`src/hdl/falling_particle_frame_step_macros.svh`:
```
// Assertion macros for the falling particle frame step RTL.
// Expects i_clk and i_rst_n in the scope of use.
`ifndef FALLING_PARTICLE_FRAME_STEP_MACROS_SVH
`define FALLING_PARTICLE_FRAME_STEP_MACROS_SVH

// Checked only while out of reset.
`define FPFS_ASSERT(lbl, prop, msg) \
    lbl: assert property (@(posedge i_clk) disable iff (!i_rst_n) prop) \
        else $error(msg);

// Checked on every edge, reset included.
`define FPFS_ASSERT_RST(lbl, prop, msg) \
    lbl: assert property (@(posedge i_clk) prop) \
        else $error(msg);

`endif

```
`src/hdl/fpfs_pkg.sv`:
```
// Package for the falling particle frame step: geometry, codes, FSM states,
// port structs and helper functions. No dependencies.
package fpfs_pkg;

    localparam int ROWS      = 120;
    // COLUMNS must be a power of two: the spawn column is the low draw bits.
    localparam int COLUMNS   = 32;
    localparam int GROUPS    = (ROWS + 7) / 8;
    localparam int PIX_BYTES = GROUPS * COLUMNS;

    localparam int ROW_W    = $clog2(ROWS);
    localparam int COL_W    = $clog2(COLUMNS);
    localparam int PIX_AW   = $clog2(PIX_BYTES);
    localparam int SEED_W   = 8;
    localparam int KEY_W    = 8;
    localparam int ADDR_W   = 9;
    localparam int SPAWN_W  = 5;
    localparam int BYTE_W   = 8;
    localparam int STATUS_W = 2;

    localparam int LCG_MUL = 89;
    localparam int LCG_ADD = 79;

    localparam logic CMD_STEP = 1'b0;
    localparam logic CMD_READ = 1'b1;

    localparam logic [STATUS_W-1:0] ST_STEP  = 2'd0;
    localparam logic [STATUS_W-1:0] ST_SPAWN = 2'd1;
    localparam logic [STATUS_W-1:0] ST_FULL  = 2'd2;
    localparam logic [STATUS_W-1:0] ST_READ  = 2'd3;

    localparam logic [1:0] STEP_LEFT  = 2'd0;
    localparam logic [1:0] STEP_RIGHT = 2'd2;

    typedef enum logic [3:0] {
        S_CLEAR,
        S_IDLE,
        S_RD_WAIT,
        S_ROW,
        S_COL,
        S_DIAG,
        S_STR,
        S_SET,
        S_SRC_RD,
        S_SRC_WR,
        S_NEXT,
        S_SPAWN,
        S_SEARCH,
        S_DONE
    } t_state;

    typedef struct packed {
        logic [STATUS_W-1:0] status;
        logic [SPAWN_W-1:0]  spawn_column;
        logic [BYTE_W-1:0]   read_byte;
    } t_result;

    typedef struct packed {
        logic              we;
        logic [PIX_AW-1:0] waddr;
        logic [BYTE_W-1:0] wdata;
        logic [PIX_AW-1:0] raddr;
    } t_pix_port;

    typedef struct packed {
        logic             we;
        logic [ROW_W-1:0] waddr;
        logic [COL_W-1:0] wdata;
        logic [ROW_W-1:0] raddr;
    } t_col_port;

    // x mod 3 for 8-bit x: quotient by reciprocal 171/512, then subtract.
    function automatic logic [1:0] mod3(input logic [7:0] x);
        logic [16:0] p;
        logic [7:0]  q;
        logic [7:0]  r;
        p = 17'(x) * 17'(171);
        q = p[16:9];
        r = x - 8'(q * 8'd3);
        mod3 = r[1:0];
    endfunction

    function automatic logic [PIX_AW-1:0] pix_addr(input logic [ROW_W-1:0] row,
                                                   input logic [COL_W-1:0] col);
        logic [PIX_AW-1:0] g;
        g = PIX_AW'(row >> 3);
        pix_addr = PIX_AW'(g * PIX_AW'(COLUMNS)) + PIX_AW'(col);
    endfunction

    function automatic logic [BYTE_W-1:0] row_mask(input logic [ROW_W-1:0] row);
        row_mask = BYTE_W'(1) << row[2:0];
    endfunction

endpackage

```
`src/hdl/fpfs_lcg.sv`:
```
// 8-bit linear congruential generator with mod-3 of the drawn value.
// Depends on fpfs_pkg.
module fpfs_lcg (
    input  logic                       i_clk,
    input  logic                       i_rst_n,
    input  logic                       i_draw,
    output logic [fpfs_pkg::SEED_W-1:0] o_rand,
    output logic [1:0]                  o_mod3
);

    logic [fpfs_pkg::SEED_W-1:0]   r_seed;
    logic [fpfs_pkg::SEED_W-1:0]   n_seed;
    logic [2*fpfs_pkg::SEED_W-1:0] prod;

    always_comb begin
        prod   = (2*fpfs_pkg::SEED_W)'(r_seed) * (2*fpfs_pkg::SEED_W)'(fpfs_pkg::LCG_MUL);
        n_seed = prod[fpfs_pkg::SEED_W-1:0] + fpfs_pkg::SEED_W'(fpfs_pkg::LCG_ADD);
    end

    always_ff @(posedge i_clk) begin
        if (!i_rst_n) begin
            r_seed <= '0;
        end else if (i_draw) begin
            r_seed <= n_seed;
        end
    end

    assign o_rand = n_seed;
    assign o_mod3 = fpfs_pkg::mod3(n_seed);

endmodule

```
`config.mk`:
```
export PLATFORM = sky130hd
export DESIGN_NAME = fpfs_lcg
export DESIGN_NICKNAME = d
export VERILOG_FILES = /design/src/hdl/falling_particle_frame_step_macros.svh /design/src/hdl/fpfs_pkg.sv /design/src/hdl/fpfs_lcg.sv
export SDC_FILE = /design/constraint.sdc
export NUM_CORES = 1
export LEC_CHECK = 0
export BUFFER_PORTS_ARGS = -buffer_cell sky130_fd_sc_hd__buf_2
export CELL_PAD_IN_SITES_DETAIL_PLACEMENT = 2
export CELL_PAD_IN_SITES_GLOBAL_PLACEMENT = 2
export CORE_MARGIN = 3
export CORE_UTILIZATION = 42
export DETAILED_ROUTE_END_ITERATION = 8
export PLACE_DENSITY_LB_ADDON = 0.1
export SYNTH_ARGS = -nofsm -noshare
export SYNTH_HDL_FRONTEND = slang
export SYNTH_SLANG_ARGS = --single-unit
```
`constraint.sdc`:
```
create_clock -name i_clk -period 21.5 [get_ports i_clk]
set_input_delay 5.375 -clock i_clk [delete_from_list [all_inputs] [get_ports i_clk]]
set_output_delay 5.375 -clock i_clk [all_outputs]
set_load 0.01 [all_outputs]
```
==> results of run 1 <==
## kinds of logic after synthesis
family          share of synthesized area, %
fa+ha+maj                               45.7
buf+inv                                 9.92
compound gates                          11.2
simple gates                            8.64
xor+xnor                                13.1
flops                                   9.62
mux                                     1.80
## per-layer routing
layer,GRT usage (%),vias to the layer above,wire length [um]
met5,0,-,0
met4,6.57,0,107
met3,3.08,10,102
met2,44.2,19,2550
met1,21.2,612,1620
li1,-,604,-
## area by class of cell
class | count | area, um^2
sequential | 8 | 160
tap | 48 | 60.1
timing repair buffer | 13 | 67.6
clock buffer | 3 | 41.3
fill | 424 | 1910
inverter | 43 | 161
multi-input combinational | 123 | 1340
## synth_stat cells (all sizes together), types with 2 or more instances
library cell / count / area (um^2)
mux2i: 3 / 30.0
o21a: 2 / 15.0
fa: 13 / 260
nor2: 4 / 15.0
xor2: 5 / 43.8
xnor3: 2 / 46.3
nor4b: 2 / 32.5
o211a: 3 / 30.0
nand2: 4 / 15.0
nand2b: 3 / 18.8
o21ai: 4 / 20.0
dfxtp: 8 / 160
a21oi: 5 / 25.0
o21bai: 2 / 15.0
nor2b: 5 / 31.3
ha: 40 / 500
a21boi: 2 / 15.0
xnor2: 13 / 129
inv: 43 / 161
## worst register-to-register path, delay by kind of cell, from the launching register on
| kind | cells | cell delay [ns] |
|---|---|---|
| DFF | 1 | 0.48 |
| buffers and inverters | 1 | 0.24 |
| AOI/OAI and AO/OA | 2 | 0.57 |
| and+or+nand+nor | 2 | 0.47 |
| adders and majority gates | 4 | 1.55 |
## path summary, 6_finish.rpt
kind                            slack, ns  cells after the start  startpoint   endpoint
worst min register to register       0.50                      2   r_seed[7]  r_seed[7]
worst max register to register      18.05                      9   r_seed[0]  r_seed[7]
worst max-delay path                 8.97                     25   r_seed[0]  o_mod3[1]
worst min-delay path                 0.50                      2   r_seed[7]  r_seed[7]
## metrics by stage
step                hold slack, ns  utilization (%)
finish                       0.500             48.9
detailed placement           0.503             47.8
CTS                          0.505             48.9
global route                 0.550             48.9
global placement             0.483             47.8
floorplan                    0.469                -
## placed cells by master, fill, tap and decap left out
| cell | instances |
|---|---|
| o21ai_0 | 4 |
| o211a_1 | 3 |
| buf_4 | 1 |
| xor2_1 | 5 |
| xnor3_2 | 1 |
| dfxtp_1 | 8 |
| and2_1 | 1 |
| o21bai_1 | 2 |
| nor3_1 | 1 |
| mux2i_1 | 3 |
| a21boi_0 | 2 |
| ha_1 | 40 |
| nor2b_1 | 5 |
| nor4_2 | 1 |
| xnor2_2 | 2 |
| o32ai_1 | 1 |
| a211oi_1 | 1 |
| xnor3_1 | 1 |
| inv_1 | 43 |
| a41o_1 | 1 |
| nor2_1 | 4 |
| buf_2 | 12 |
| nand2_1 | 4 |
| fa_1 | 13 |
| a21oi_1 | 5 |
| o41ai_1 | 1 |
| a2111oi_2 | 1 |
| a41oi_1 | 1 |
| nand3b_1 | 1 |
| nor4b_4 | 1 |
| a21o_1 | 1 |
| nor4b_1 | 1 |
| clkbuf_8 | 3 |
| nand2b_1 | 3 |
| xnor2_1 | 11 |
| o21a_1 | 2 |
==> results_dict.tcl, run 1 <==
set metrics [dict create \
    ys.flop_type "dfxtp_1" \
    clkTransAtPathRegs_ns 0.04 \
    arrival_ns 7.15 \
    initial_core_util_pct 44.5 \
    vias_per_cell 5.23 \
    drt_iter0_drc 5 \
    min_path_type "flop to flop" \
    grt_overflow 0 \
    avgSynthCellArea_um2 9.52 \
    cts_resized 0 \
    path_max_fanout 7 \
    clock_path_buffers 2 \
    synth_edf_count 0 \
    clock_latency_ns 0.24 \
    path_delay_family "adder cells" \
    cp.required_ns 16.12 \
    finalWirelength_mm 4.38 \
    coreArea_um2 3740 \
    status "finished, final reports clean" \
    worst_pin_slew_ns 0.828 \
    syn_to_final_growth_pct 9.92 \
    post_cts_buffers 0 \
    track_usage_pct 21.3 \
    diodes 0 \
    dpl.cell_count 235 \
    grt_pass1_vias 1461 \
    finalSetupTns_ns 0 \
    drtAntennaViolNets 0 \
    grt_pass1_wl_mm 7.18 \
    path_class "flop to primary output" \
    fin_crit_sh_pct 58.3 \
    clock.fmax_mhz 79.8 \
    hold_viol_final 0 \
    setup_viol 0 \
    drc 0 \
    cts.sinks 8 \
    max_stage_delay_ns 0.54 \
    endpoint_kind "primary output" \
    cp-start-kind "flop" \
    largest_register_ffs 8 \
    crit_buf_inv 5 \
    finalClockSkew_ns 0.00167 \
    antenna_found_initial 0 \
    worst_slack_ns 8.97 \
    numCtsBuffers 3 \
    cpMostUsedCell "ha_1" \
    pin_count 13 \
    cts-htree-levels 1 \
    maxCapViolCount 0 \
    syn_nets 231 \
    dpl_cell_area_um2 1790 \
    chipWidth_um 69.0 \
    root_buffer "clkbuf_8" \
    fp.dieH_um 69.0 \
    vias 1245 \
    netlist_instances 175 \
    routedWlPerCell_um 18.4 \
    rsz0062_at_grt "false" \
    cp_slowest_cell "nor4_2" \
    drive_gt1_share_pct 11.6 \
    slew_headroom_pct 44.4 \
    rows 22 \
    hold_buffers 0 \
    ys_ff_latch 8 \
    seq_area_frac_synth_pct 9.62 \
    tritoncts "yes" \
    gp_congestion 0.732 \
    largest-register "r_seed" \
    grt_start_max_net_pins 13 \
    biggestRegsByFlops "r_seed x8" \
    stdcell_count 238 \
    yosys_warnings 0 \
    place_ws_ns 9.15 \
    synth_cell_types 34 \
    stdcell_area_um2 1830 \
    port_buffers 12 \
    min_period_ns 12.53 \
    slew_violations 0 \
    die_area_um2 4760 \
    netlist_area_um2 1670 \
    dpl.hpwl_mm 3.78 \
    finalNetCount 248 \
    async_flop_share_pct 0 \
    firstDrtPassIters 4 \
]
Power of run 1 is left out: the tool's default activity adds up to more than one toggle a clock period on the data nets, which glitch-free logic cannot reach.
==> run 2, diff against run 1 <==
--- a/config.mk
+++ b/config.mk
@@ -9,7 +9,7 @@
 export CELL_PAD_IN_SITES_DETAIL_PLACEMENT = 2
 export CELL_PAD_IN_SITES_GLOBAL_PLACEMENT = 2
 export CORE_MARGIN = 3
-export CORE_UTILIZATION = 42
+export CORE_UTILIZATION = 39
 export DETAILED_ROUTE_END_ITERATION = 8
 export PLACE_DENSITY_LB_ADDON = 0.1
 export SYNTH_ARGS = -nofsm -noshare
==> constraint.sdc (replaced) <==
create_clock -name i_clk -period 12.75 [get_ports i_clk]
set_input_delay 3.1875 -clock i_clk [delete_from_list [all_inputs] [get_ports i_clk]]
set_output_delay 3.1875 -clock i_clk [all_outputs]
set_load 0.01 [all_outputs]
==> run 2 against run 1 <==
  * Clock skew rose by 0.0046 ns
  * Final area down 0.27%
  * Die area rose by 7.0%
  * Utilization fell by 3.9 points
  * Sequential share of layout area hardly changed
  * Register-to-register slack worse by 8.6 ns
  * Via count is 2.2% lower
  * Final cell count is 0.42% higher
  * Hold slack worse by 0.0024 ns
  * Count of clock-buffer cells in the layout did not move
  * Critical path type unchanged
  * Critical endpoint unchanged
==> results_dict.tcl, run 2 (synthesized netlist as in run 1, its figures left out) <==
set metrics [dict create \
    cts_resized 0 \
    final_common_cell "inv_1" \
    drtAntennaViolNets 0 \
    hold_slack_ns 0.498 \
    critPathLaunch "r_seed[0]" \
    numCtsBuffers 3 \
    firstDrtPassIters 4 \
    die_area_um2 5090 \
    grt_pass1_wl_mm 6.97 \
    initial_core_util_pct 41.0 \
    layout_common_cells "inv_1 (43), ha_1 (40), fa_1 (13)" \
    setup_viol 0 \
    antenna_found_initial 0 \
    gp_congestion 0.718 \
    diodes 0 \
    path_class "flop to primary output" \
    hold_viol_final 0 \
    stdcell_area_um2 1830 \
    largest-register "r_seed" \
    fp.dieH_um 71.3 \
    root_buffer "clkbuf_8" \
    vias 1218 \
    status "finished, final reports clean" \
    dpl.cell_count 236 \
    biggestRegsByFlops "r_seed x8" \
    finalSetupTns_ns 0 \
    coreArea_um2 4060 \
    endpoint_kind "primary output" \
    finalClockSkew_ns 0.00630 \
    fin_crit_sh_pct 79.4 \
    ff2ff_path_depth 10 \
    min_to "r_seed[7]" \
    r2r-end "r_seed[7]" \
    rows 23 \
    reg2reg_slack_ns 9.45 \
    rsz0062_at_grt "false" \
    track_usage_pct 17.4 \
    holdPathStages 2 \
    drc 0 \
    clock.fmax_mhz 98.8 \
    clock_latency_ns 0.24 \
    min_period_ns 10.12 \
    clkTransAtPathRegs_ns 0.05 \
    largest_register_ffs 8 \
    path_max_fanout 7 \
    cts.sinks 8 \
    slew_violations 0 \
    worst_pin_slew_ns 0.810 \
    dpl_cell_area_um2 1780 \
    stdcell_count 239 \
    chipWidth_um 71.3 \
    finalWirelength_mm 3.90 \
    grt_pass1_vias 1449 \
    hp-start "r_seed[7]" \
    finalNetCount 247 \
    cts-htree-levels 1 \
    arrival_ns 6.93 \
    syn_to_final_growth_pct 9.62 \
    slew_headroom_pct 45.6 \
    clock_path_buffers 2 \
    grt_start_max_net_pins 13 \
    hold_buffers 0 \
    dpl.hpwl_mm 3.45 \
    vias_per_cell 5.10 \
    cp-start-kind "flop" \
    maxCapViolCount 0 \
    routedWlPerCell_um 16.3 \
    pin_count 13 \
    drive_gt1_share_pct 11.1 \
    drt_iter0_drc 17 \
    timing.rr.start "r_seed[1]" \
    port_buffers 12 \
    post_cts_buffers 0 \
    grt_overflow 0 \
    cp.required_ns 9.56 \
    min_path_type "flop to flop" \
    tritoncts "yes" \
]
[run 2: worst max-delay path by stage]
stage | slack, ns | cells past startpoint | endpoint
floorplan | 3.50 | 24 | o_mod3[1]
global placement | 3.01 | 25 | o_mod3[1]
detailed placement | 2.75 | 25 | o_mod3[1]
CTS | 2.48 | 25 | o_mod3[1]
global route | 2.06 | 25 | o_mod3[1]
finish | 2.63 | 25 | o_mod3[1]
[run 2: final cells by class]
type	instances	area, um^2
fillers	445	2230
multi-input cells	123	1340
inverters	43	161
flip-flops and latches	8	160
well taps	50	62.6
repair buffers	12	60.1
clock buffers	3	41.3
[run 2: per-stage QoR]
step / utilization, % / setup WS [ns]
final: 45.0 / 2.63
after floorplan: - / 3.50
after CTS: 45.0 / 2.48
after detailed placement: 44.0 / 2.75
after global placement: 44.0 / 3.01
after global routing: 45.0 / 2.06
[run 2: metal layers]
metal,GRT usage [%],up-vias,wire length [um]
met2,33.5,14,2190
met5,0,-,0
met4,3.13,0,44
met3,2.10,4,51
li1,-,603,-
met1,20.7,597,1620
[run 2: critical path, stage by stage, from the launching register on]
cell	delay, ns
dfxtp_1	0.48
inv_1	0.22
ha_1	0.35
fa_1	0.46
ha_1	0.31
ha_1	0.39
nor2_1	0.29
nor4b_1	0.14
nor4_2	0.51
inv_1	0.13
ha_1	0.31
fa_1	0.49
inv_1	0.05
fa_1	0.53
inv_1	0.04
ha_1	0.30
a21oi_1	0.17
o21bai_1	0.10
xor2_1	0.15
ha_1	0.20
xnor2_1	0.19
xnor2_1	0.11
xnor2_1	0.22
xnor2_1	0.16
xnor3_1	0.22
buf_2	0.15
Power of run 2 is left out for the same reason.
