$ cat src/hdl/falling_particle_frame_step_macros.svh
// Assertion macros for the falling particle frame step RTL.
// Expects i_clk and i_rst_n in the scope of use.
`ifndef FALLING_PARTICLE_FRAME_STEP_MACROS_SVH
`define FALLING_PARTICLE_FRAME_STEP_MACROS_SVH

// Checked only while out of reset.
`define FPFS_ASSERT(lbl, prop, msg) \
    lbl: assert property (@(posedge i_clk) disable iff (!i_rst_n) prop) \
        else $error(msg);

// Checked on every edge, reset included.
`define FPFS_ASSERT_RST(lbl, prop, msg) \
    lbl: assert property (@(posedge i_clk) prop) \
        else $error(msg);

`endif

$ cat src/hdl/fpfs_ram.sv
// Generic single-write, single-read synchronous RAM, registered read data.
// No dependencies.
module fpfs_ram #(
    parameter int DEPTH = 64,
    parameter int WIDTH = 8
) (
    input  logic                     i_clk,
    input  logic                     i_we,
    input  logic [$clog2(DEPTH)-1:0] i_waddr,
    input  logic [WIDTH-1:0]         i_wdata,
    input  logic [$clog2(DEPTH)-1:0] i_raddr,
    output logic [WIDTH-1:0]         o_rdata
);

    logic [WIDTH-1:0] r_mem [DEPTH];
    logic [WIDTH-1:0] r_rdata;

    always_ff @(posedge i_clk) begin
        if (i_we) begin
            r_mem[i_waddr] <= i_wdata;
        end
        r_rdata <= r_mem[i_raddr];
    end

    assign o_rdata = r_rdata;

endmodule

$ cat config.mk
export PLATFORM = sky130hd
export DESIGN_NAME = fpfs_ram
export DESIGN_NICKNAME = d
export VERILOG_FILES = /design/src/hdl/falling_particle_frame_step_macros.svh /design/src/hdl/fpfs_ram.sv
export SDC_FILE = /design/constraint.sdc
export NUM_CORES = 1
export LEC_CHECK = 0
export BUFFER_PORTS_ARGS = -buffer_cell sky130_fd_sc_hd__buf_4
export CORE_MARGIN = 2
export CORE_UTILIZATION = 30
export CTS_BUF_LIST = sky130_fd_sc_hd__clkbuf_4
export CTS_CLUSTER_DIAMETER = 50
export DETAILED_ROUTE_END_ITERATION = 8
export HOLD_SLACK_MARGIN = 0.06
export MAX_ROUTING_LAYER = met4
export SETUP_SLACK_MARGIN = 0.02
export SLEW_MARGIN = 20
export SYNTH_ARGS = -nofsm -noshare
export SYNTH_HDL_FRONTEND = slang
export SYNTH_SLANG_ARGS = --single-unit
$ cat constraint.sdc
create_clock -name i_clk -period 2.1 [get_ports i_clk]
set_input_delay 0.105 -clock i_clk [delete_from_list [all_inputs] [get_ports i_clk]]
set_output_delay 0.105 -clock i_clk [all_outputs]
set_load 0.02 [all_outputs]
==> results of run 1 <==
## layout make-up
type	instances	area (sq um)
multi-input combinational	369	4327
clock inverter	32	234.0
timing repair buffer	178	1545
tap	873	1092
sequential	520	15530
clock buffer	197	1479
antenna	2	5.005
fill	6214	42580
## worst max-delay path, delay by kind of cell (launching register included)
kind / cells / cell delay, ns
flops: 1 / 0.37
simple gates: 1 / 0.20
buf+inv: 1 / 0.18
mux: 2 / 0.78
compound gates: 2 / 0.38
## cell families (layout without fill, tap and decap cells)
logic type	Yosys count	in the layout
other	0	2
buffers and inverters	51	407
multiplexers	162	162
AND/OR/NAND/NOR	153	153
AO/OA/AOI/OAI	54	54
flip-flops	520	520
## stage by stage
| stage | total power, uW | cell area (sq um) | util [%] | std cells |
|---|---|---|---|---|
| 6_report | 21460 | 24220 | 36.25 | 2171 |
| 5_1_grt | 22360 | 24210 | 36.25 | 2170 |
| 4_1_cts | 21740 | 24210 | 36.24 | 2169 |
| 3_5_place_dp | 12960 | 22280 | 33.35 | 1919 |
| 3_3_place_gp | 12940 | 22280 | 33.35 | 1919 |
| 2_1_floorplan | 12360 | 20170 | - | 940 |
## synth_stat cells, drive strengths merged (3+ instances only)
library cell  count  area share, %
buf              34            1.3
mux2i            23            1.1
mux4            126             14
a221oi            6           0.26
o2111ai           3           0.13
clkbuf           17           0.32
dfxtp             8           0.79
nand3            13           0.32
mux2             13           0.73
nor2             83            1.5
nor3              7           0.17
nand2            19           0.35
edfxtp          512             76
a21oi             3          0.074
nand2b            7           0.22
o22ai             8           0.25
a22oi             3           0.11
o2bb2ai           3           0.13
a211oi            4           0.15
nor2b            14           0.43
nand3b            3           0.11
o21ai             4          0.099
o221ai            8           0.35
## worst max path at each step
stage,start,end,slack (ns),depth (start not counted)
floorplan,i_raddr[1],o_rdata[3]$_DFF_P_,0.33,7
global placement,i_raddr[0],o_rdata[7]$_DFF_P_,-0.23,9
detailed placement,i_raddr[0],o_rdata[3]$_DFF_P_,-0.27,7
CTS,r_mem[29][4]$_DFFE_PP_,o_rdata[4]$_DFF_P_,0.06,6
global route,r_mem[17][6]$_DFFE_PP_,o_rdata[6]$_DFF_P_,0.01,6
finish,r_mem[29][4]$_DFFE_PP_,o_rdata[4]$_DFF_P_,0.05,6
## power by group
group	internal, uW	switching [uW]
combinational	520	710
clock	4770	3930
sequential	11500	46.1
## routing by layer
layer / part of all wire (%) / vias up / track usage [%]
met3: 6.5 / 78 / 3.741
met1: 45 / 5665 / 19.44
met2: 47 / 391 / 21.92
met4: 1.6 / 0 / 4.417
met5: 0 / - / -
li1: - / 4546 / -
## sequential cells by signal (all words and copies together), names as in the netlist
signal and cells:
r_mem 512, o_rdata 8
## cell usage in the layout, fill, tap and decap left out, drive strengths merged, types with 13 or more instances in the layout
cell type	instances
nor2b	14
dlygate4sd3	21
buf	156
nand2	19
clkinv	21
mux2	13
mux2i	23
edfxtp	512
nor2	83
nand3	13
clkbuf	198
mux4	126
## timing repair
action,in CTS,in global routing
gates resized for setup,2,1
pin swaps,0,0
hold buffers,21,0
hold endpoints to repair,841,0
setup endpoints to repair,2,1
gates cloned,0,0
setup buffers,0,0
==> impl_metrics.py, run 1 <==
metrics = {
    "placement": {
        "routabilityCongestion": 0.8067,
        "detailedPlacementHpwl_mm": 29.78,
        "io_buffers": 29,
        "place_ws_ns": -0.2724,
    },
    "global_routing": {
        "global_routing_usage_summed_across_all_routing_layers_pct": 14.56,
        "pin_count_of_the_biggest_net_entering_global_routing": 65,
        "first_global_vias": 11150,
        "global_route.overflow_total": 0,
        "global_route_wire_length_before_repair_mm": 72.24,
        "antenna_violations_before_repair": 1,
    },
    "hold_path": {
        "hp-start": "i_raddr[2]",
        "holdCritPathClass": "primary input to flip-flop",
        "min_delay_worst_endpoint": "o_rdata[7]$_DFF_P_",
        "worstHoldPathCells": 5,
    },
    "detailed_routing": {
        "detail_route.wl_per_cell_um": 22.41,
        "viasPerCell": 4.919,
        "detail_route.first_pass.iterations": 5,
        "dr.first_iter.drc_count": 836,
        "route.detailed.drc": 0,
        "vias": 10680,
        "drt-total-wl_mm": 48.66,
        "detail-route-antenna-nets": 0,
    },
    "setup_path": {
        "critical_path.slowest_cell": "sky130_fd_sc_hd__mux4_2",
        "worst-r2r-cell-count": 6,
        "timing.critical_path.from_type": "flip-flop",
        "timing.critical_path.cells": "mux4_2 -> mux2_2 -> o221a_2 -> nor3_2 -> buf_4 -> o32ai_1",
        "cp_slowest_stage_delay_ns": 0.48,
        "critPathMaxFanout": 1,
        "critPathRequiredTime_ns": 2.79,
        "regToRegStartpoint": "r_mem[29][4]$_DFFE_PP_",
        "critical_path_at_ns": 2.74,
        "critical_path.endpoint_type": "flip-flop",
        "timing.reg2reg.setup_slack_ns": 0.05,
        "timing.rr.end": "o_rdata[4]$_DFF_P_",
        "path_class": "flip-flop to flip-flop",
    },
    "logic_synthesis": {
        "synthXorXnorAreaFrac_pct": 0,
        "yosys-mux-area-fraction_pct": 15.94,
        "synthesis.yosys.warnings": 0,
        "synth-async-reset-ratio_pct": 0,
        "number_of_enable_type_register_cells_in_the_synthesized_netlist": 512,
        "synth_flop_cell": "sky130_fd_sc_hd__edfxtp_1",
        "synthesis.instances": 940,
        "yosys.cell_types.count": 40,
        "avgSynthCellArea_sq_um": 21.45,
        "synth-seq-area-share_pct": 77.03,
        "area_of_the_mapped_netlist_sq_um": 20170,
        "synth_nets": 962,
        "synth_compound_gate_area_share_pct": 2.072,
        "synthSimpleGateAreaFrac_pct": 3.388,
        "largest_family_of_logic_cells_by_synthesized_area": "multiplexers",
        "synth_seq_cells": 520,
        "synth_area_in_adders_pct": 0,
    },
    "timing": {
        "fin_crit_sh_pct": 97.63,
        "min_period_ns": 2.050,
        "unrepaired_setup_endpoints_after_global_routing": "false",
        "clock-skew-final_ns": 0.06109,
        "fmax_mhz": 487.7,
        "postLayoutSetupSlackWorst_ns": 0.04972,
        "hold_viol_final": 0,
        "fin_worst_hold_slack_ns": 0.1427,
        "final.setup.tns_ns": 0,
        "slew_headroom_pct": 48.36,
        "number_of_setup_violations_in_the_final_report": 0,
        "finalMaxSlewViolations": 0,
        "worst_pin_slew_ns": 0.7746,
    },
    "final_layout": {
        "finish.net_count": 1222,
        "synthToLayoutAreaGrowth_pct": 20.08,
        "drive_above_1_share_pct": 39.51,
    },
    "clock_network": {
        "path_clk_slew_ns": 0.07,
        "cts.sink_count": 520,
        "ctsRootBufferMaster": "sky130_fd_sc_hd__clkbuf_4",
        "htreeDepth": 4,
        "clk_latency_ns": 0.83,
        "number_of_buffers_created_by_cts": 131,
        "cts_tree": "built",
        "cts_max_path_buffers": 3,
    },
    "pwr": {
        "power_density_nw_per_um2": 886.3,
        "cellLeakagePower_uw": 0.007927,
        "peakVddDrop_mv": 0.5100,
    },
    "floorplan": {
        "core_area_sq_um": 66800,
        "floorplan.rows": 95,
        "initial_utilization_pct": 30.19,
        "die_h_um": 263.3,
        "ioPinCount": 30,
        "fp.dieW_um": 263.3,
        "dieArea_sq_um": 69310,
    },
    "run_status": {
        "status": "completed",
    },
    "flow_run": {
        "max_cap_viol_count": 0,
    },
}
(Power assumes the default switching activity.)
==> inputs of run 2 (changes only) <==
--- a/config.mk
+++ b/config.mk
@@ -8,12 +8,11 @@
 export BUFFER_PORTS_ARGS = -buffer_cell sky130_fd_sc_hd__buf_4
 export CORE_MARGIN = 2
 export CORE_UTILIZATION = 30
-export CTS_BUF_LIST = sky130_fd_sc_hd__clkbuf_4
 export CTS_CLUSTER_DIAMETER = 50
 export DETAILED_ROUTE_END_ITERATION = 8
-export HOLD_SLACK_MARGIN = 0.06
 export MAX_ROUTING_LAYER = met4
 export SETUP_SLACK_MARGIN = 0.02
+export SKIP_LAST_GASP = 1
 export SLEW_MARGIN = 20
 export SYNTH_ARGS = -nofsm -noshare
 export SYNTH_HDL_FRONTEND = slang
==> impl_metrics.py, run 2 (synthesis results as in run 1) <==
metrics = {
    "pwr": {
        "power_report.internal_total_uw": 17220,
        "power_density_nw_per_um2": 911.6,
        "peakVddDrop_mv": 0.6833,
        "switching_share_pct": 21.20,
        "share_of_power_burned_in_the_clock_network_pct": 41.7,
        "power_frac_comb_pct": 5.5,
        "cellLeakagePower_uw": 0.007626,
        "power.sequential.fraction_pct": 52.8,
        "switching_power_uw": 4634,
    },
    "clock_network": {
        "htreeDepth": 2,
        "number_of_buffers_created_by_cts": 54,
        "path_clk_slew_ns": 0.06,
        "clk_latency_ns": 0.60,
        "cts_max_path_buffers": 3,
        "cts.sink_count": 520,
        "ctsRootBufferMaster": "sky130_fd_sc_hd__clkbuf_16",
        "cts_tree": "built",
    },
    "detailed_routing": {
        "detail_route.first_pass.iterations": 5,
        "drt-total-wl_mm": 47.70,
        "vias": 10120,
        "detail_route.wl_per_cell_um": 23.69,
        "detail-route-antenna-nets": 0,
        "route.detailed.drc": 0,
        "viasPerCell": 5.025,
        "dr.first_iter.drc_count": 959,
    },
    "timing": {
        "slew_headroom_pct": 49.19,
        "min_period_ns": 2.043,
        "fmax_mhz": 489.4,
        "hold_viol_final": 0,
        "worst_pin_slew_ns": 0.7621,
        "clock-skew-final_ns": 0.009728,
        "number_of_setup_violations_in_the_final_report": 0,
        "postLayoutSetupSlackWorst_ns": 0.05688,
        "fin_worst_hold_slack_ns": 0.03829,
        "unrepaired_setup_endpoints_after_global_routing": "false",
        "fin_crit_sh_pct": 97.29,
        "finalMaxSlewViolations": 0,
    },
    "placement": {
        "dpl.cell_count": 1919,
        "area_after_detailed_placement_sq_um": 22280,
        "routabilityCongestion": 0.8067,
        "io_buffers": 29,
        "detailedPlacementHpwl_mm": 29.78,
        "place_ws_ns": -0.2724,
    },
    "setup_path": {
        "path_class": "flip-flop to flip-flop",
        "timing.reg2reg.setup_slack_ns": 0.06,
        "critical_path.slowest_cell": "sky130_fd_sc_hd__mux4_2",
        "timing.critical_path.from_type": "flip-flop",
        "critPathMaxFanout": 1,
        "critical_path_at_ns": 2.51,
        "critical_path.endpoint_type": "flip-flop",
        "critPathRequiredTime_ns": 2.57,
        "cp_slowest_stage_delay_ns": 0.48,
        "timing.critical_path.cells": "mux4_2 -> mux2_2 -> o221a_2 -> nor3_2 -> buf_4 -> o32ai_1",
    },
    "final_layout": {
        "most-common-layout-cells": "sky130_fd_sc_hd__edfxtp_1 (512), sky130_fd_sc_hd__buf_4 (144), sky130_fd_sc_hd__mux4_2 (126)",
        "finish.net_count": 1125,
        "layout.filler_cells": 6136,
        "drive_above_1_share_pct": 32.84,
        "commonest_non_fill_non_tap_cell_in_the_layout": "sky130_fd_sc_hd__edfxtp_1",
        "registers.top_by_ff_count": "r_mem",
        "fin_cells": 2014,
        "finalInstanceArea_sq_um": 23980,
        "synthToLayoutAreaGrowth_pct": 18.90,
        "number_of_flip_flops_under_the_largest_register_name": 512,
    },
    "global_routing": {
        "antenna_violations_before_repair": 2,
        "global_route_wire_length_before_repair_mm": 70.75,
        "global_route.overflow_total": 0,
        "pin_count_of_the_biggest_net_entering_global_routing": 65,
        "global_routing_usage_summed_across_all_routing_layers_pct": 14.21,
        "first_global_vias": 10370,
    },
    "floorplan": {
        "core_area_sq_um": 66800,
        "initial_utilization_pct": 30.19,
        "floorplan.rows": 95,
        "ioPinCount": 30,
        "fp.dieW_um": 263.3,
        "die_h_um": 263.3,
        "dieArea_sq_um": 69310,
    },
    "run_status": {
        "status": "completed",
    },
    "hold_path": {
        "holdCritPathClass": "primary input to flip-flop",
    },
    "flow_run": {
        "max_cap_viol_count": 0,
    },
}
==> run 2: worst paths after layout <==
check,endpoint,cells after the start,from
worst max-delay path,o_rdata[4]$_DFF_P_,6,r_mem[29][4]$_DFFE_PP_
worst min-delay path,o_rdata[0]$_DFF_P_,3,i_raddr[4]
worst max register to register,o_rdata[4]$_DFF_P_,6,r_mem[29][4]$_DFFE_PP_
worst min register to register,o_rdata[7]$_DFF_P_,4,r_mem[7][7]$_DFFE_PP_
==> run 2: area by class of cell <==
type	count	area (sq um)	share of cell area, %
sequential	520	15530	64.78
clock inverter	28	235.2	0.9810
tap	873	1092	4.555
timing repair buffer	158	1345	5.609
clock buffer	64	1440	6.006
multi-input combinational	369	4327	18.04
antenna	2	5.005	0.02087
==> run 2: routing by layer <==
metal	GRT usage, %	share of wire [%]	vias up
li1	-	-	4251
met1	19.61	45	5440
met2	21.59	47	348
met3	2.488	6.3	82
met4	4.263	2.3	0
met5	-	0	-
==> run 2: what timing repair did <==
action                                 CTS  global route
hold buffers                             1             0
setup buffers                            0             0
pin swaps                                0             1
endpoints found under the hold margin    7             0
gates resized for setup                  2             1
setup endpoints to repair                2             2
==> run 2: critical path, delay by kind of cell, from the launching register on <==
kind                   cells  cell delay [ns]
AO/OA/AOI/OAI              2             0.38
buffers and inverters      1             0.18
flip-flops                 1             0.37
multiplexers               2             0.78
AND/OR/NAND/NOR            1             0.20
==> run 2: stage by stage <==
| step | power, uW | utilization, % | setup TNS [ns] |
|---|---|---|---|
| after floorplan | 12360 | - | 0 |
| after global placement | 12940 | 33.35 | -0.8558 |
| after detailed placement | 12960 | 33.35 | -0.9539 |
| after CTS | 22060 | 35.89 | 0 |
| after global routing | 22550 | 35.90 | 0 |
| final | 21860 | 35.90 | 0 |
==> run 2: power by group through the flow <==
| stage | clock network (uW) | registers, uW | logic (uW) |
|---|---|---|---|
| CTS | 9320 | 11500 | 1210 |
| floorplan | 0 | 11700 | 612 |
| global placement | 0 | 11700 | 1190 |
| global route | 9740 | 11500 | 1280 |
| finish | 9130 | 11500 | 1200 |
| detailed placement | 0 | 11800 | 1200 |
==> inputs of run 3 (changes only) <==
--- a/config.mk
+++ b/config.mk
@@ -11,6 +11,7 @@
 export CTS_CLUSTER_DIAMETER = 50
 export DETAILED_ROUTE_END_ITERATION = 8
 export MAX_ROUTING_LAYER = met4
+export REMOVE_ABC_BUFFERS = 1
 export SETUP_SLACK_MARGIN = 0.02
 export SKIP_LAST_GASP = 1
 export SLEW_MARGIN = 20
==> impl_metrics.py, run 3 (synthesis results as in run 1) <==
metrics = {
    "clock_network": {
        "cts_max_path_buffers": 3,
        "path_clk_slew_ns": 0.06,
        "cts.sink_count": 520,
        "cts_tree": "built",
        "ctsRootBufferMaster": "sky130_fd_sc_hd__clkbuf_16",
        "post_cts_buffers": 0,
        "number_of_buffers_created_by_cts": 54,
        "clk_latency_ns": 0.60,
        "htreeDepth": 2,
    },
    "detailed_routing": {
        "detail-route-antenna-nets": 0,
        "viasPerCell": 4.897,
        "vias": 9862,
        "drt-total-wl_mm": 46.68,
        "dr.first_iter.drc_count": 1076,
        "detail_route.wl_per_cell_um": 23.18,
        "route.detailed.drc": 0,
        "detail_route.first_pass.iterations": 5,
    },
    "setup_path": {
        "worstSetupStartpoint": "r_mem[55][5]$_DFFE_PP_",
        "timing.critical_path.from_type": "flip-flop",
        "cp_slowest_stage_delay_ns": 0.52,
        "regToRegStartpoint": "r_mem[55][5]$_DFFE_PP_",
        "critical_path.endpoint_type": "flip-flop",
        "cpMostUsedCell": "sky130_fd_sc_hd__mux4_2",
        "critPathMaxFanout": 1,
        "timing.critical_path.cells": "mux4_2 -> mux4_2 -> o21ai_1 -> o41ai_1",
        "critical_path.slowest_cell": "sky130_fd_sc_hd__mux4_2",
        "critPathRequiredTime_ns": 2.54,
        "path_class": "flip-flop to flip-flop",
        "critical_path_at_ns": 2.47,
    },
    "global_routing": {
        "global_route.overflow_total": 0,
        "first_global_vias": 10210,
        "pin_count_of_the_biggest_net_entering_global_routing": 65,
        "antenna_violations_before_repair": 0,
        "global_route_wire_length_before_repair_mm": 69.37,
        "global_routing_usage_summed_across_all_routing_layers_pct": 13.96,
    },
    "placement": {
        "detailedPlacementHpwl_mm": 29.33,
        "place_ws_ns": -0.2208,
        "io_buffers": 29,
        "routabilityCongestion": 0.8101,
    },
    "timing": {
        "unrepaired_setup_endpoints_after_global_routing": "false",
        "fmax_mhz": 492.5,
        "worst_pin_slew_ns": 0.7499,
        "fin_worst_hold_slack_ns": 0.03733,
        "postLayoutSetupSlackWorst_ns": 0.06949,
        "fin_crit_sh_pct": 96.69,
        "finalMaxSlewViolations": 0,
        "slew_headroom_pct": 50.01,
        "clock-skew-final_ns": 0.02132,
        "number_of_setup_violations_in_the_final_report": 0,
        "hold_viol_final": 0,
        "min_period_ns": 2.031,
    },
    "floorplan": {
        "floorplan.rows": 95,
        "ioPinCount": 30,
        "dieArea_sq_um": 69310,
        "initial_utilization_pct": 30.19,
        "die_h_um": 263.3,
        "fp.dieW_um": 263.3,
        "core_area_sq_um": 66800,
    },
    "hold_path": {
        "holdCritPathClass": "primary input to flip-flop",
        "hp-start": "i_waddr[1]",
    },
    "final_layout": {
        "layout.filler_cells": 6167,
        "registers.top_by_ff_count": "r_mem",
        "synthToLayoutAreaGrowth_pct": 18.72,
        "commonest_non_fill_non_tap_cell_in_the_layout": "sky130_fd_sc_hd__edfxtp_1",
        "finish.net_count": 1121,
        "antennaDiodeCount": 0,
        "number_of_flip_flops_under_the_largest_register_name": 512,
        "most-common-layout-cells": "sky130_fd_sc_hd__edfxtp_1 (512), sky130_fd_sc_hd__buf_4 (141), sky130_fd_sc_hd__mux4_2 (126)",
        "drive_above_1_share_pct": 32.25,
    },
    "flow_run": {
        "max_cap_viol_count": 0,
    },
    "run_status": {
        "status": "completed",
    },
    "pwr": {
        "peakVddDrop_mv": 0.6242,
        "power_density_nw_per_um2": 912.7,
        "cellLeakagePower_uw": 0.007618,
    },
}
==> run 3: final cells by class <==
class,instances,area (sq um),share of cell area (%)
Sequential cell,520,15530,64.89
Multi-Input combinational cell,369,4332,18.09
Clock buffer,72,1450,6.057
Tap cell,873,1092,4.562
Clock inverter,26,240.2,1.003
Timing Repair Buffer,154,1292,5.398
==> run 3: path summary, 6_finish.rpt <==
path / slack, ns / to / cells past startpoint
worst min-delay path: 0.04 / r_mem[55][7]$_DFFE_PP_ / 3
worst min register to register: 0.82 / o_rdata[2]$_DFF_P_ / 4
worst max-delay path: 0.07 / o_rdata[5]$_DFF_P_ / 4
worst max register to register: 0.07 / o_rdata[5]$_DFF_P_ / 4
==> run 3: stage by stage <==
step | std cells | setup TNS [ns] | util [%] | cell area (sq um) | power, uW
2_1_floorplan | 889 | 0 | - | 19850 | 12190
3_5_place_dp | 1914 | -0.8016 | 33.26 | 22220 | 12930
6_report | 2014 | 0 | 35.84 | 23940 | 21850
5_1_grt | 2014 | 0 | 35.84 | 23940 | 22590
3_3_place_gp | 1914 | -0.7551 | 33.26 | 22220 | 12910
4_1_cts | 2014 | 0 | 35.83 | 23940 | 22090
==> run 3: worst max-delay path: cells and delay by family, from the launching register on <==
kind | cells | cell delay (ns)
flip-flops | 1 | 0.35
AO/OA/AOI/OAI | 2 | 0.49
multiplexers | 2 | 1.03
==> run 3: per-layer routing <==
layer / vias up / GRT usage [%] / part of all wire (%)
li1: 4246 / - / -
met1: 5193 / 19.45 / 45
met2: 346 / 20.53 / 45
met3: 77 / 2.993 / 7.2
met4: 0 / 4.309 / 2.5
met5: - / - / 0
==> run 3: report_power, final <==
group	total (uW)	switching [uW]	internal (uW)	leakage (uW)
Combinational	1180	695	482	0.00211
Clock	9140	3810	5330	0.000830
Sequential	11500	39.0	11500	0.00467
Total	21900	4550	17300	0.00762
==> run 3: repair_timing <==
action,in CTS,in global routing
endpoints found under the hold margin,8,0
hold buffers,2,0
gates cloned,0,0
endpoints found under the setup margin,2,1
gates resized for setup,2,1
