$ cat src/hdl/falling_particle_frame_step_macros.svh
// Assertion macros for the falling particle frame step RTL.
// Expects i_clk and i_rst_n in the scope of use.
`ifndef FALLING_PARTICLE_FRAME_STEP_MACROS_SVH
`define FALLING_PARTICLE_FRAME_STEP_MACROS_SVH

// Checked only while out of reset.
`define FPFS_ASSERT(lbl, prop, msg) \
    lbl: assert property (@(posedge i_clk) disable iff (!i_rst_n) prop) \
        else $error(msg);

// Checked on every edge, reset included.
`define FPFS_ASSERT_RST(lbl, prop, msg) \
    lbl: assert property (@(posedge i_clk) prop) \
        else $error(msg);

`endif

$ cat src/hdl/fpfs_pkg.sv
// Package for the falling particle frame step: geometry, codes, FSM states,
// port structs and helper functions. No dependencies.
package fpfs_pkg;

    localparam int ROWS      = 120;
    // COLUMNS must be a power of two: the spawn column is the low draw bits.
    localparam int COLUMNS   = 32;
    localparam int GROUPS    = (ROWS + 7) / 8;
    localparam int PIX_BYTES = GROUPS * COLUMNS;

    localparam int ROW_W    = $clog2(ROWS);
    localparam int COL_W    = $clog2(COLUMNS);
    localparam int PIX_AW   = $clog2(PIX_BYTES);
    localparam int SEED_W   = 8;
    localparam int KEY_W    = 8;
    localparam int ADDR_W   = 9;
    localparam int SPAWN_W  = 5;
    localparam int BYTE_W   = 8;
    localparam int STATUS_W = 2;

    localparam int LCG_MUL = 89;
    localparam int LCG_ADD = 79;

    localparam logic CMD_STEP = 1'b0;
    localparam logic CMD_READ = 1'b1;

    localparam logic [STATUS_W-1:0] ST_STEP  = 2'd0;
    localparam logic [STATUS_W-1:0] ST_SPAWN = 2'd1;
    localparam logic [STATUS_W-1:0] ST_FULL  = 2'd2;
    localparam logic [STATUS_W-1:0] ST_READ  = 2'd3;

    localparam logic [1:0] STEP_LEFT  = 2'd0;
    localparam logic [1:0] STEP_RIGHT = 2'd2;

    typedef enum logic [3:0] {
        S_CLEAR,
        S_IDLE,
        S_RD_WAIT,
        S_ROW,
        S_COL,
        S_DIAG,
        S_STR,
        S_SET,
        S_SRC_RD,
        S_SRC_WR,
        S_NEXT,
        S_SPAWN,
        S_SEARCH,
        S_DONE
    } t_state;

    typedef struct packed {
        logic [STATUS_W-1:0] status;
        logic [SPAWN_W-1:0]  spawn_column;
        logic [BYTE_W-1:0]   read_byte;
    } t_result;

    typedef struct packed {
        logic              we;
        logic [PIX_AW-1:0] waddr;
        logic [BYTE_W-1:0] wdata;
        logic [PIX_AW-1:0] raddr;
    } t_pix_port;

    typedef struct packed {
        logic             we;
        logic [ROW_W-1:0] waddr;
        logic [COL_W-1:0] wdata;
        logic [ROW_W-1:0] raddr;
    } t_col_port;

    // x mod 3 for 8-bit x: quotient by reciprocal 171/512, then subtract.
    function automatic logic [1:0] mod3(input logic [7:0] x);
        logic [16:0] p;
        logic [7:0]  q;
        logic [7:0]  r;
        p = 17'(x) * 17'(171);
        q = p[16:9];
        r = x - 8'(q * 8'd3);
        mod3 = r[1:0];
    endfunction

    function automatic logic [PIX_AW-1:0] pix_addr(input logic [ROW_W-1:0] row,
                                                   input logic [COL_W-1:0] col);
        logic [PIX_AW-1:0] g;
        g = PIX_AW'(row >> 3);
        pix_addr = PIX_AW'(g * PIX_AW'(COLUMNS)) + PIX_AW'(col);
    endfunction

    function automatic logic [BYTE_W-1:0] row_mask(input logic [ROW_W-1:0] row);
        row_mask = BYTE_W'(1) << row[2:0];
    endfunction

endpackage

$ cat src/hdl/fpfs_ctrl.sv
// Frame step sequencer: row walk, spawn search, clearing pass and byte read.
// Depends on fpfs_pkg and falling_particle_frame_step_macros.svh.
`include "falling_particle_frame_step_macros.svh"

module fpfs_ctrl (
    input  logic                             i_clk,
    input  logic                             i_rst_n,
    input  logic                             i_in_valid,
    output logic                             o_in_ready,
    input  logic                             i_cmd,
    input  logic [fpfs_pkg::KEY_W-1:0]       i_key_count,
    input  logic [fpfs_pkg::ADDR_W-1:0]      i_byte_addr,
    output logic                             o_res_valid,
    input  logic                             i_res_ready,
    output fpfs_pkg::t_result                o_res,
    output fpfs_pkg::t_pix_port              o_pix,
    input  logic [fpfs_pkg::BYTE_W-1:0]      i_pix_rdata,
    output fpfs_pkg::t_col_port              o_col,
    input  logic [fpfs_pkg::COL_W-1:0]       i_col_rdata,
    output logic                             o_draw,
    input  logic [fpfs_pkg::SEED_W-1:0]      i_rand,
    input  logic [1:0]                       i_rand_mod3
);

    fpfs_pkg::t_state                 r_state, n_state;
    logic [fpfs_pkg::ROW_W-1:0]       r_row, n_row;
    logic [fpfs_pkg::COL_W-1:0]       r_col, n_col;
    logic [fpfs_pkg::COL_W-1:0]       r_dst, n_dst;
    logic [fpfs_pkg::BYTE_W-1:0]      r_byte, n_byte;
    logic [fpfs_pkg::PIX_AW-1:0]      r_addr, n_addr;
    logic                             r_full, n_full;
    logic [fpfs_pkg::KEY_W-1:0]       r_count, n_count;
    logic [fpfs_pkg::KEY_W-1:0]       r_key, n_key;
    fpfs_pkg::t_result                r_res, n_res;
    logic [fpfs_pkg::ROWS-1:0]        r_valid, n_valid;

    logic [fpfs_pkg::ROW_W-1:0]       row_dn;
    logic [fpfs_pkg::COL_W-1:0]       tcol;
    logic                             diag;

    assign row_dn = r_row + fpfs_pkg::ROW_W'(1);

    always_comb begin
        n_state = r_state;
        n_row   = r_row;
        n_col   = r_col;
        n_dst   = r_dst;
        n_byte  = r_byte;
        n_addr  = r_addr;
        n_full  = r_full;
        n_count = r_count;
        n_key   = r_key;
        n_res   = r_res;
        n_valid = r_valid;
        o_in_ready  = 1'b0;
        o_res_valid = 1'b0;
        o_draw      = 1'b0;
        o_pix       = '0;
        o_col       = '0;
        tcol        = r_col;
        diag        = 1'b0;

        unique case (r_state)
            fpfs_pkg::S_CLEAR: begin
                o_pix.we    = 1'b1;
                o_pix.waddr = r_addr;
                if (r_addr == fpfs_pkg::PIX_AW'(fpfs_pkg::PIX_BYTES - 1)) begin
                    n_addr  = '0;
                    n_full  = 1'b0;
                    n_state = r_full ? fpfs_pkg::S_DONE : fpfs_pkg::S_IDLE;
                end else begin
                    n_addr = r_addr + fpfs_pkg::PIX_AW'(1);
                end
            end
            fpfs_pkg::S_IDLE: begin
                o_in_ready = 1'b1;
                if (i_in_valid) begin
                    if (i_cmd == fpfs_pkg::CMD_READ) begin
                        n_res = '{status: fpfs_pkg::ST_READ, spawn_column: '0, read_byte: '0};
                        if (i_byte_addr < fpfs_pkg::ADDR_W'(fpfs_pkg::PIX_BYTES)) begin
                            o_pix.raddr = fpfs_pkg::PIX_AW'(i_byte_addr);
                            n_state     = fpfs_pkg::S_RD_WAIT;
                        end else begin
                            n_state = fpfs_pkg::S_DONE;
                        end
                    end else begin
                        n_key   = i_key_count;
                        n_row   = fpfs_pkg::ROW_W'(fpfs_pkg::ROWS - 2);
                        n_state = fpfs_pkg::S_ROW;
                    end
                end
            end
            fpfs_pkg::S_RD_WAIT: begin
                n_res.read_byte = i_pix_rdata;
                n_state         = fpfs_pkg::S_DONE;
            end
            fpfs_pkg::S_ROW: begin
                if (r_valid[r_row]) begin
                    n_valid[r_row] = 1'b0;
                    o_col.raddr    = r_row;
                    n_state        = fpfs_pkg::S_COL;
                end else if (r_row == '0) begin
                    n_state = fpfs_pkg::S_SPAWN;
                end else begin
                    n_row = r_row - fpfs_pkg::ROW_W'(1);
                end
            end
            fpfs_pkg::S_COL: begin
                o_draw = 1'b1;
                n_col  = i_col_rdata;
                tcol   = i_col_rdata;
                if (i_rand_mod3 == fpfs_pkg::STEP_LEFT && i_col_rdata != '0) begin
                    tcol = i_col_rdata - fpfs_pkg::COL_W'(1);
                    diag = 1'b1;
                end else if (i_rand_mod3 == fpfs_pkg::STEP_RIGHT &&
                             i_col_rdata != fpfs_pkg::COL_W'(fpfs_pkg::COLUMNS - 1)) begin
                    tcol = i_col_rdata + fpfs_pkg::COL_W'(1);
                    diag = 1'b1;
                end
                n_dst       = tcol;
                o_pix.raddr = fpfs_pkg::pix_addr(row_dn, tcol);
                n_state     = diag ? fpfs_pkg::S_DIAG : fpfs_pkg::S_STR;
            end
            fpfs_pkg::S_DIAG: begin
                if (!i_pix_rdata[row_dn[2:0]]) begin
                    n_byte  = i_pix_rdata;
                    n_state = fpfs_pkg::S_SET;
                end else begin
                    n_dst       = r_col;
                    o_pix.raddr = fpfs_pkg::pix_addr(row_dn, r_col);
                    n_state     = fpfs_pkg::S_STR;
                end
            end
            fpfs_pkg::S_STR: begin
                if (!i_pix_rdata[row_dn[2:0]]) begin
                    n_byte  = i_pix_rdata;
                    n_state = fpfs_pkg::S_SET;
                end else begin
                    n_state = fpfs_pkg::S_NEXT;
                end
            end
            fpfs_pkg::S_SET: begin
                o_pix.we        = 1'b1;
                o_pix.waddr     = fpfs_pkg::pix_addr(row_dn, r_dst);
                o_pix.wdata     = r_byte | fpfs_pkg::row_mask(row_dn);
                o_col.we        = 1'b1;
                o_col.waddr     = row_dn;
                o_col.wdata     = r_dst;
                n_valid[row_dn] = 1'b1;
                n_state         = fpfs_pkg::S_SRC_RD;
            end
            fpfs_pkg::S_SRC_RD: begin
                o_pix.raddr = fpfs_pkg::pix_addr(r_row, r_col);
                n_state     = fpfs_pkg::S_SRC_WR;
            end
            fpfs_pkg::S_SRC_WR: begin
                o_pix.we    = 1'b1;
                o_pix.waddr = fpfs_pkg::pix_addr(r_row, r_col);
                o_pix.wdata = i_pix_rdata & ~fpfs_pkg::row_mask(r_row);
                n_state     = fpfs_pkg::S_NEXT;
            end
            fpfs_pkg::S_NEXT: begin
                if (r_row == '0) begin
                    n_state = fpfs_pkg::S_SPAWN;
                end else begin
                    n_row   = r_row - fpfs_pkg::ROW_W'(1);
                    n_state = fpfs_pkg::S_ROW;
                end
            end
            fpfs_pkg::S_SPAWN: begin
                if (r_count != r_key) begin
                    n_count     = r_count + fpfs_pkg::KEY_W'(1);
                    o_draw      = 1'b1;
                    n_col       = i_rand[fpfs_pkg::COL_W-1:0];
                    o_pix.raddr = fpfs_pkg::pix_addr('0, i_rand[fpfs_pkg::COL_W-1:0]);
                    n_state     = fpfs_pkg::S_SEARCH;
                end else begin
                    n_res   = '{status: fpfs_pkg::ST_STEP, spawn_column: '0, read_byte: '0};
                    n_state = fpfs_pkg::S_DONE;
                end
            end
            fpfs_pkg::S_SEARCH: begin
                if (!i_pix_rdata[0]) begin
                    o_pix.we    = 1'b1;
                    o_pix.waddr = fpfs_pkg::pix_addr('0, r_col);
                    o_pix.wdata = i_pix_rdata | fpfs_pkg::BYTE_W'(1);
                    o_col.we    = 1'b1;
                    o_col.waddr = '0;
                    o_col.wdata = r_col;
                    n_valid[0]  = 1'b1;
                    n_res       = '{status: fpfs_pkg::ST_SPAWN,
                                    spawn_column: fpfs_pkg::SPAWN_W'(r_col),
                                    read_byte: '0};
                    n_state     = fpfs_pkg::S_DONE;
                end else if (r_col == fpfs_pkg::COL_W'(fpfs_pkg::COLUMNS / 2)) begin
                    n_valid = '0;
                    n_full  = 1'b1;
                    n_addr  = '0;
                    n_res   = '{status: fpfs_pkg::ST_FULL, spawn_column: '0, read_byte: '0};
                    n_state = fpfs_pkg::S_CLEAR;
                end else begin
                    tcol        = (r_col == '0) ? fpfs_pkg::COL_W'(fpfs_pkg::COLUMNS - 1)
                                                : r_col - fpfs_pkg::COL_W'(1);
                    n_col       = tcol;
                    o_pix.raddr = fpfs_pkg::pix_addr('0, tcol);
                end
            end
            fpfs_pkg::S_DONE: begin
                if (i_res_ready) begin
                    o_res_valid = 1'b1;
                    n_state     = fpfs_pkg::S_IDLE;
                end
            end
            default: begin
                n_state = fpfs_pkg::S_IDLE;
            end
        endcase
    end

    always_ff @(posedge i_clk) begin
        if (!i_rst_n) begin
            r_state <= fpfs_pkg::S_CLEAR;
            r_addr  <= '0;
            r_full  <= 1'b0;
            r_count <= '0;
            r_valid <= '0;
        end else begin
            r_state <= n_state;
            r_addr  <= n_addr;
            r_full  <= n_full;
            r_count <= n_count;
            r_valid <= n_valid;
        end
    end

    always_ff @(posedge i_clk) begin
        r_row  <= n_row;
        r_col  <= n_col;
        r_dst  <= n_dst;
        r_byte <= n_byte;
        r_key  <= n_key;
        r_res  <= n_res;
    end

    assign o_res = r_res;

    `FPFS_ASSERT_RST(a_rst_clear, !i_rst_n |=> r_state == fpfs_pkg::S_CLEAR && r_addr == '0, "reset does not start clearing pass")
    `FPFS_ASSERT(a_res_once, o_res_valid |=> !o_res_valid, "result beat repeated")
    `FPFS_ASSERT(a_move_marks, $past(r_state == fpfs_pkg::S_SET) |-> r_valid[row_dn], "moved particle not marked active")
    `FPFS_ASSERT(a_spawn_active, o_res_valid && r_res.status == fpfs_pkg::ST_SPAWN |-> r_valid[0], "spawned particle not active in top row")

endmodule
$ cat config.mk
export PLATFORM = sky130hd
export DESIGN_NAME = fpfs_ctrl
export DESIGN_NICKNAME = d
export VERILOG_FILES = /design/src/hdl/fpfs_pkg.sv /design/src/hdl/fpfs_ctrl.sv
export VERILOG_INCLUDE_DIRS = /design/src /design/src/hdl
export SDC_FILE = /design/constraint.sdc
export NUM_CORES = 1
export LEC_CHECK = 0
export CAP_MARGIN = 10
export CORE_MARGIN = 4
export CORE_UTILIZATION = 35
export DETAILED_ROUTE_END_ITERATION = 7
export DONT_BUFFER_PORTS = 1
export GPL_TIMING_DRIVEN = 0
export SLEW_MARGIN = 20
export SYNTH_ARGS = -nofsm -noshare
export SYNTH_HDL_FRONTEND = slang
export SYNTH_SLANG_ARGS = --single-unit
$ cat constraint.sdc
create_clock -name i_clk -period 9.7 [get_ports i_clk]
set_input_delay 0.485 -clock i_clk [delete_from_list [all_inputs] [get_ports i_clk]]
set_output_delay 0.485 -clock i_clk [all_outputs]
set_load 0.005 [all_outputs]
==> results of run 1 <==
## layout by cell type, fill, tap and decap left out, drive strengths merged, types with 20 or more instances in the layout
cell type	count
mux2i	20
and2	20
edfxtp	48
nand2	100
o21ai	104
mux4	26
a21oi	38
inv	21
clkbuf	105
nor3	23
o41ai	55
nand3	34
nor2	62
dfxtp	142
o311ai	120
## cell type report
type | count | area, µm²
plain buffers | 100 | 410.4
clock buffers | 20 | 489.2
clock inverters | 12 | 113.9
fillers | 3001 | 18010
inverters | 16 | 60.06
multi-input cells | 812 | 5779
flip-flops and latches | 190 | 4284
well taps | 390 | 488.0
repair buffers | 1 | 7.507
## worst paths after layout
kind	from	endpoint	slack [ps]	cells after the start
max	r_row[1]	o_pix[5]	4000	13
min	i_pix_rdata[2]	r_byte[2]	120	0
max reg2reg	r_row[1]	r_valid[39]	4880	13
min reg2reg	r_full	r_full	470	2
## state kept, by name, indices dropped and copies added, names as in the netlist
| name | cells |
|---|---|
| o_res | 15 |
| r_addr | 9 |
| r_byte | 8 |
| r_col | 5 |
| r_count | 8 |
| r_dst | 5 |
| r_full | 1 |
| r_key | 8 |
| r_row | 7 |
| r_state | 4 |
| r_valid | 120 |
## cell families (layout without fill, tap and decap cells)
kind of cell	count (synthesis)	in the layout	synth area share
DFF	190	190	0.4071
adders and majority gates	17	17	0.02021
buffers and inverters	116	149	0.04470
and+or+nand+nor	319	319	0.1473
muxes	48	48	0.07680
AOI/OAI and AO/OA	393	393	0.2748
xor gates and xnor gates	35	35	0.02913
## where the power goes
group          switching, mW  internal, mW  total, mW
clock network          0.351         0.377      0.727
registers             0.0328         0.878      0.911
logic                  0.288         0.119      0.407
total                  0.671          1.37       2.05
## stage by stage
step,setup slack (ps),cells,hold slack [ps]
6_report,3998,1541,122.1
5_1_grt,3822,1541,112.8
4_1_cts,4050,1541,112.7
3_5_place_dp,4540,1509,459.8
3_3_place_gp,4590,1508,454.4
2_1_floorplan,6095,1118,443.9
## metal layers
metal  share of wire  routed length [µm]  vias to the layer above  global-route usage
met5         0.00031                  13                        -                   0
met4           0.044                1834                        2              0.1066
met3            0.11                4385                      149             0.06030
met2            0.44               18430                      729              0.3753
met1            0.40               16760                     5075              0.3278
li1                -                   -                     4490                   -
==> metrics.txt, run 1 <==
outcome=finished clean; Final Cycle Share=0.5878; Clock Latency Late Sink=between 400 and 500 ps; vias=10450; YS warnings=0; Worst Tran Pin Value=between 1000 and 1500 ps; Worst setup EP type=output port; gr usage total=0.2443; PD cells=around 180 nW/µm²; Post-synth top cells=dfxtp_1, o311ai_0, nand2_1; Die Span Y=about 180 µm; Max Freq=0.1754 GHz; area leader, netlist=dfxtp_1; Mapped Cells=between 1000 and 1500; Setup Buffers After CTS=0; unrepaired setup endpoints after global routing=false; htree depth=4; pin count of the biggest net entering global routing=19; # setup viols final=0; crit path kind=reg2out; Area growth, synth to finish=10.53%; static leakage=around 3.8 nW; placed inst area=about 11000 µm²; Synth Flop Type=dfxtp_1; grt ovf=0; clk buf depth=2; Clock transition at path regs=approximately 80 ps; Setup TNS=0 ps; CP most frequent cell=buf_2; Hold-fix buffers, CTS=0; WP data arrival=between 5000 and 6000 ps; max-slew violation count=0; Seq/Total Area, Yosys=0.4071; FFs w/ async S/R, synth=0; global-route wire length before repair=about 63000 µm; Crit-path slowest cell=mux4_2; cts repair resizes=0; count leader, synth=dfxtp_1; CTS tree=yes; core area=a little under 30000 µm²; CP Launch Type=flip-flop; synthesized area=10520 µm²; # rows=between 60 and 70; Post-Layout Inst Area=11630 µm²; number of port buffers=0; EDFF count, synth=48; post-layout minimum cycle time=5702 ps; DP HPWL=around 30000 µm; vias in the first global route=10080; initial drt markers=1579; most area-consuming cells after synthesis=dfxtp_1, edfxtp_1, o311ai_0; Die X=181.4 µm; DRC=0; Tot Pwr=just over 2 mW; clock root buffer=clkbuf_16; TritonCTS Buffers=17; # IOs=110; number of diodes=0; worst vdd ir=0.1362 mV; Data required, critical path=about 9200 ps; CTS Sinks=190; die area=around 33000 µm²; vias per cell=around 6.8; DRT antenna net count=0; crit-path cells=buf_2, buf_2, buf_2, clkinv_1, ha_1, clkbuf_1, mux2i_1, mux4_2, o21ai_0, a21oi_1, inv_1, a21oi_1, o21ai_0; CP bufs+invs=6; top cell type's share of synthesized area=0.2701; peak per-stage delay on the critical path=~480 ps; Synth Register Bits=190; Fin. Hold Viols=0; Max Cap Viol=0; nets=1200; Distinct cells, synth=63; Detailed Routing Iterations Pass 1=6; Final Util=0.3925; Routability Congestion=~1.1; final setup skew=approximately 12 ps; Slew HR=0.2784; drt total wl=41420 µm; Synth Net Count=~1200; CP delay by family, top=buffers and inverters; initial antenna violation count=1; Starting Density=0.3551; Mapped Avg Cell Area=9.413 µm²; ratio of cells with drive above 1 in the final layout=0.07298; largest fanout on the critical path=10; Worst Hold Class=in2reg; Avg WL per Cell=roughly 27 µm
(Power assumes the default switching activity.)
==> run 2: changes to the inputs <==
- clock period: 9.7 -> 4.9 ns (I/O delays scaled with it)
==> metrics.txt, run 2 (same netlist as run 1, synthesis figures left out) <==
outcome=finished clean (unchanged); Clock transition at path regs=80 ps (about the same); crit path kind=reg2out (unchanged); # rows=63 (unchanged); DRC=0 (unchanged); pin count of the biggest net entering global routing=19 (unchanged); Worst Hold Class=in2reg (unchanged); static leakage=3.894 nW (was 3.814 nW); Data required, critical path=4660 ps (was 9220 ps); max-slew violation count=0 (unchanged); Tot Pwr=4.077 mW (was 2.045 mW); initial drt markers=1623 (was 1579); Final Cycle Share=0.9715; Setup Buffers After CTS=0 (unchanged); # setup viols final=0 (unchanged); Setup TNS=0 ps (unchanged); CTS tree=yes (unchanged); DP HPWL=30090 µm (unchanged); Die X=181.4 µm (unchanged); global-route wire length before repair=63670 µm (was 63130 µm); met3 global-route usage=0.05829 (was 0.06030); Area growth, synth to finish=12.46% (was 10.53%); most common cell after layout, fill and taps aside=dfxtp_1 (unchanged); placed inst area=11030 µm² (unchanged); die area=32910 µm² (unchanged); final hold slack=9.783 ps (was 122.1 ps); Avg WL per Cell=26.79 µm (was 26.88 µm); number of port buffers=0 (unchanged); gr usage total=0.2460 (was 0.2443); WP data arrival=4520 ps (was 5220 ps); Routability Congestion=1.076 (unchanged); Starting Density=0.3551 (unchanged); Worst setup EP type=output port (unchanged); dpl ws=-19.95 ps (was 4540 ps); Detailed Routing Iterations Pass 1=6 (unchanged); core area=29640 µm² (unchanged); clock root buffer=clkbuf_16 (unchanged); fillers=2977 (was 3001); drt total wl=41760 µm (was 41420 µm); ratio of cells with drive above 1 in the final layout=0.07528 (was 0.07298); Slew HR=0.3043 (was 0.2784); CP Launch Type=flip-flop (unchanged); post-layout minimum cycle time=4760 ps; unrepaired setup endpoints after global routing=false (unchanged); Die Span Y=181.4 µm (unchanged); vias in the first global route=10180 (was 10080); DRT antenna net count=0 (unchanged); grt ovf=0 (unchanged); Worst Tran Pin Value=1040 ps (was 1079 ps); Max Cap Viol=0 (unchanged); Fin. Hold Viols=0 (unchanged); # IOs=110 (unchanged); most frequent cells in the layout=dfxtp_1, o311ai_0, nand2_1 (unchanged); Max Freq=between 0.2 and 0.25 GHz; Post-Layout Inst Area=11840 µm² (was 11630 µm²); Final WS setup=139.6 ps (was 3998 ps); GR Layer Usage met2=0.3781 (was 0.3753); TritonCTS Buffers=17 (unchanged); max reg flops=120 (unchanged); Clock Latency Late Sink=460 ps (about the same); vias per cell=6.779 (was 6.778); largest fanout on the critical path=10 (unchanged); initial antenna violation count=1 (unchanged); met1 usage=0.3320 (was 0.3278); PD cells=344.5 nW/µm² (was 175.8 nW/µm²); vias=10570 (was 10450); worst vdd ir=0.2677 mV (was 0.1362 mV); CTS Sinks=190 (unchanged); htree depth=4 (unchanged); number of diodes=0 (unchanged); clk buf depth=2 (unchanged); Biggest register=r_valid (unchanged); final setup skew=13.54 ps (was 12.42 ps); gr busiest metal=met2 (unchanged); nets=1218 (was 1200)
## run 2: cell count changes in the layout (fill, tap and decap cells not counted)
cell	previous run	this run
dlygate4sd3_1	0	20
clkinv_1	2	0
buf_1	4	3
buf_2	7	6
buf_4	2	3
clkbuf_1	85	84
clkinv_2	1	2
clkinvlp_4	2	3
ha_1	17	16
ha_2	0	1
inv_1	13	12
inv_2	1	2
## run 2: cell type report
cell class | count | area (µm²) | area share
sequential | 190 | 4284 | 0.3620
inverter | 16 | 65.06 | 0.005497
multi-input combinational | 812 | 5782 | 0.4885
tap | 390 | 488.0 | 0.04123
clock inverter | 12 | 113.9 | 0.009620
timing repair buffer | 21 | 207.7 | 0.01755
clock buffer | 20 | 489.2 | 0.04134
buffer | 98 | 405.4 | 0.03425
## run 2: per-stage QoR
step                      std cells  utilization
after floorplan                1118            -
final                          1559       0.3993
after CTS                      1560       0.3993
after detailed placement       1509       0.3721
after global routing           1559       0.3993
after global placement         1508       0.3715
## run 2: path summary, 6_finish.rpt
check,startpoint,endpoint,cells after the start,slack [ps]
hold reg to reg,r_full,r_full,2,470
hold / removal,i_pix_rdata[2],o_res[2],1,10
setup / recovery,r_row[1],o_pix[5],12,140
setup reg to reg,r_row[4],r_valid[109],10,210
## run 2: critical path, stage by stage (launching register included)
cell      delay, ps
edfxtp_1        420
buf_2           360
buf_2           370
buf_4           310
clkinv_2        240
ha_2            530
mux2i_1         120
mux4_2          470
o21ai_0         270
a21oi_1         320
inv_2           220
a21oi_1          80
o21ai_0         320
## run 2: timing repair
action | in CTS | in global routing
hold buffers | 20 | 0
resized for setup | 3 | 2
endpoints found under the setup margin | 9 | 1
endpoints found under the hold margin | 18 | 0
## run 2: where the power goes
group | total (mW) | switching, mW | internal [mW]
combinational | 0.823 | 0.574 | 0.249
clock | 1.45 | 0.704 | 0.746
sequential | 1.80 | 0.0654 | 1.74
total | 4.08 | 1.34 | 2.73
## run 2: routing by layer
layer | share of wire | vias up
li1 | - | 4520
met1 | 0.40 | 5111
met2 | 0.44 | 790
met3 | 0.11 | 146
met4 | 0.044 | 2
met5 | 0.00031 | -
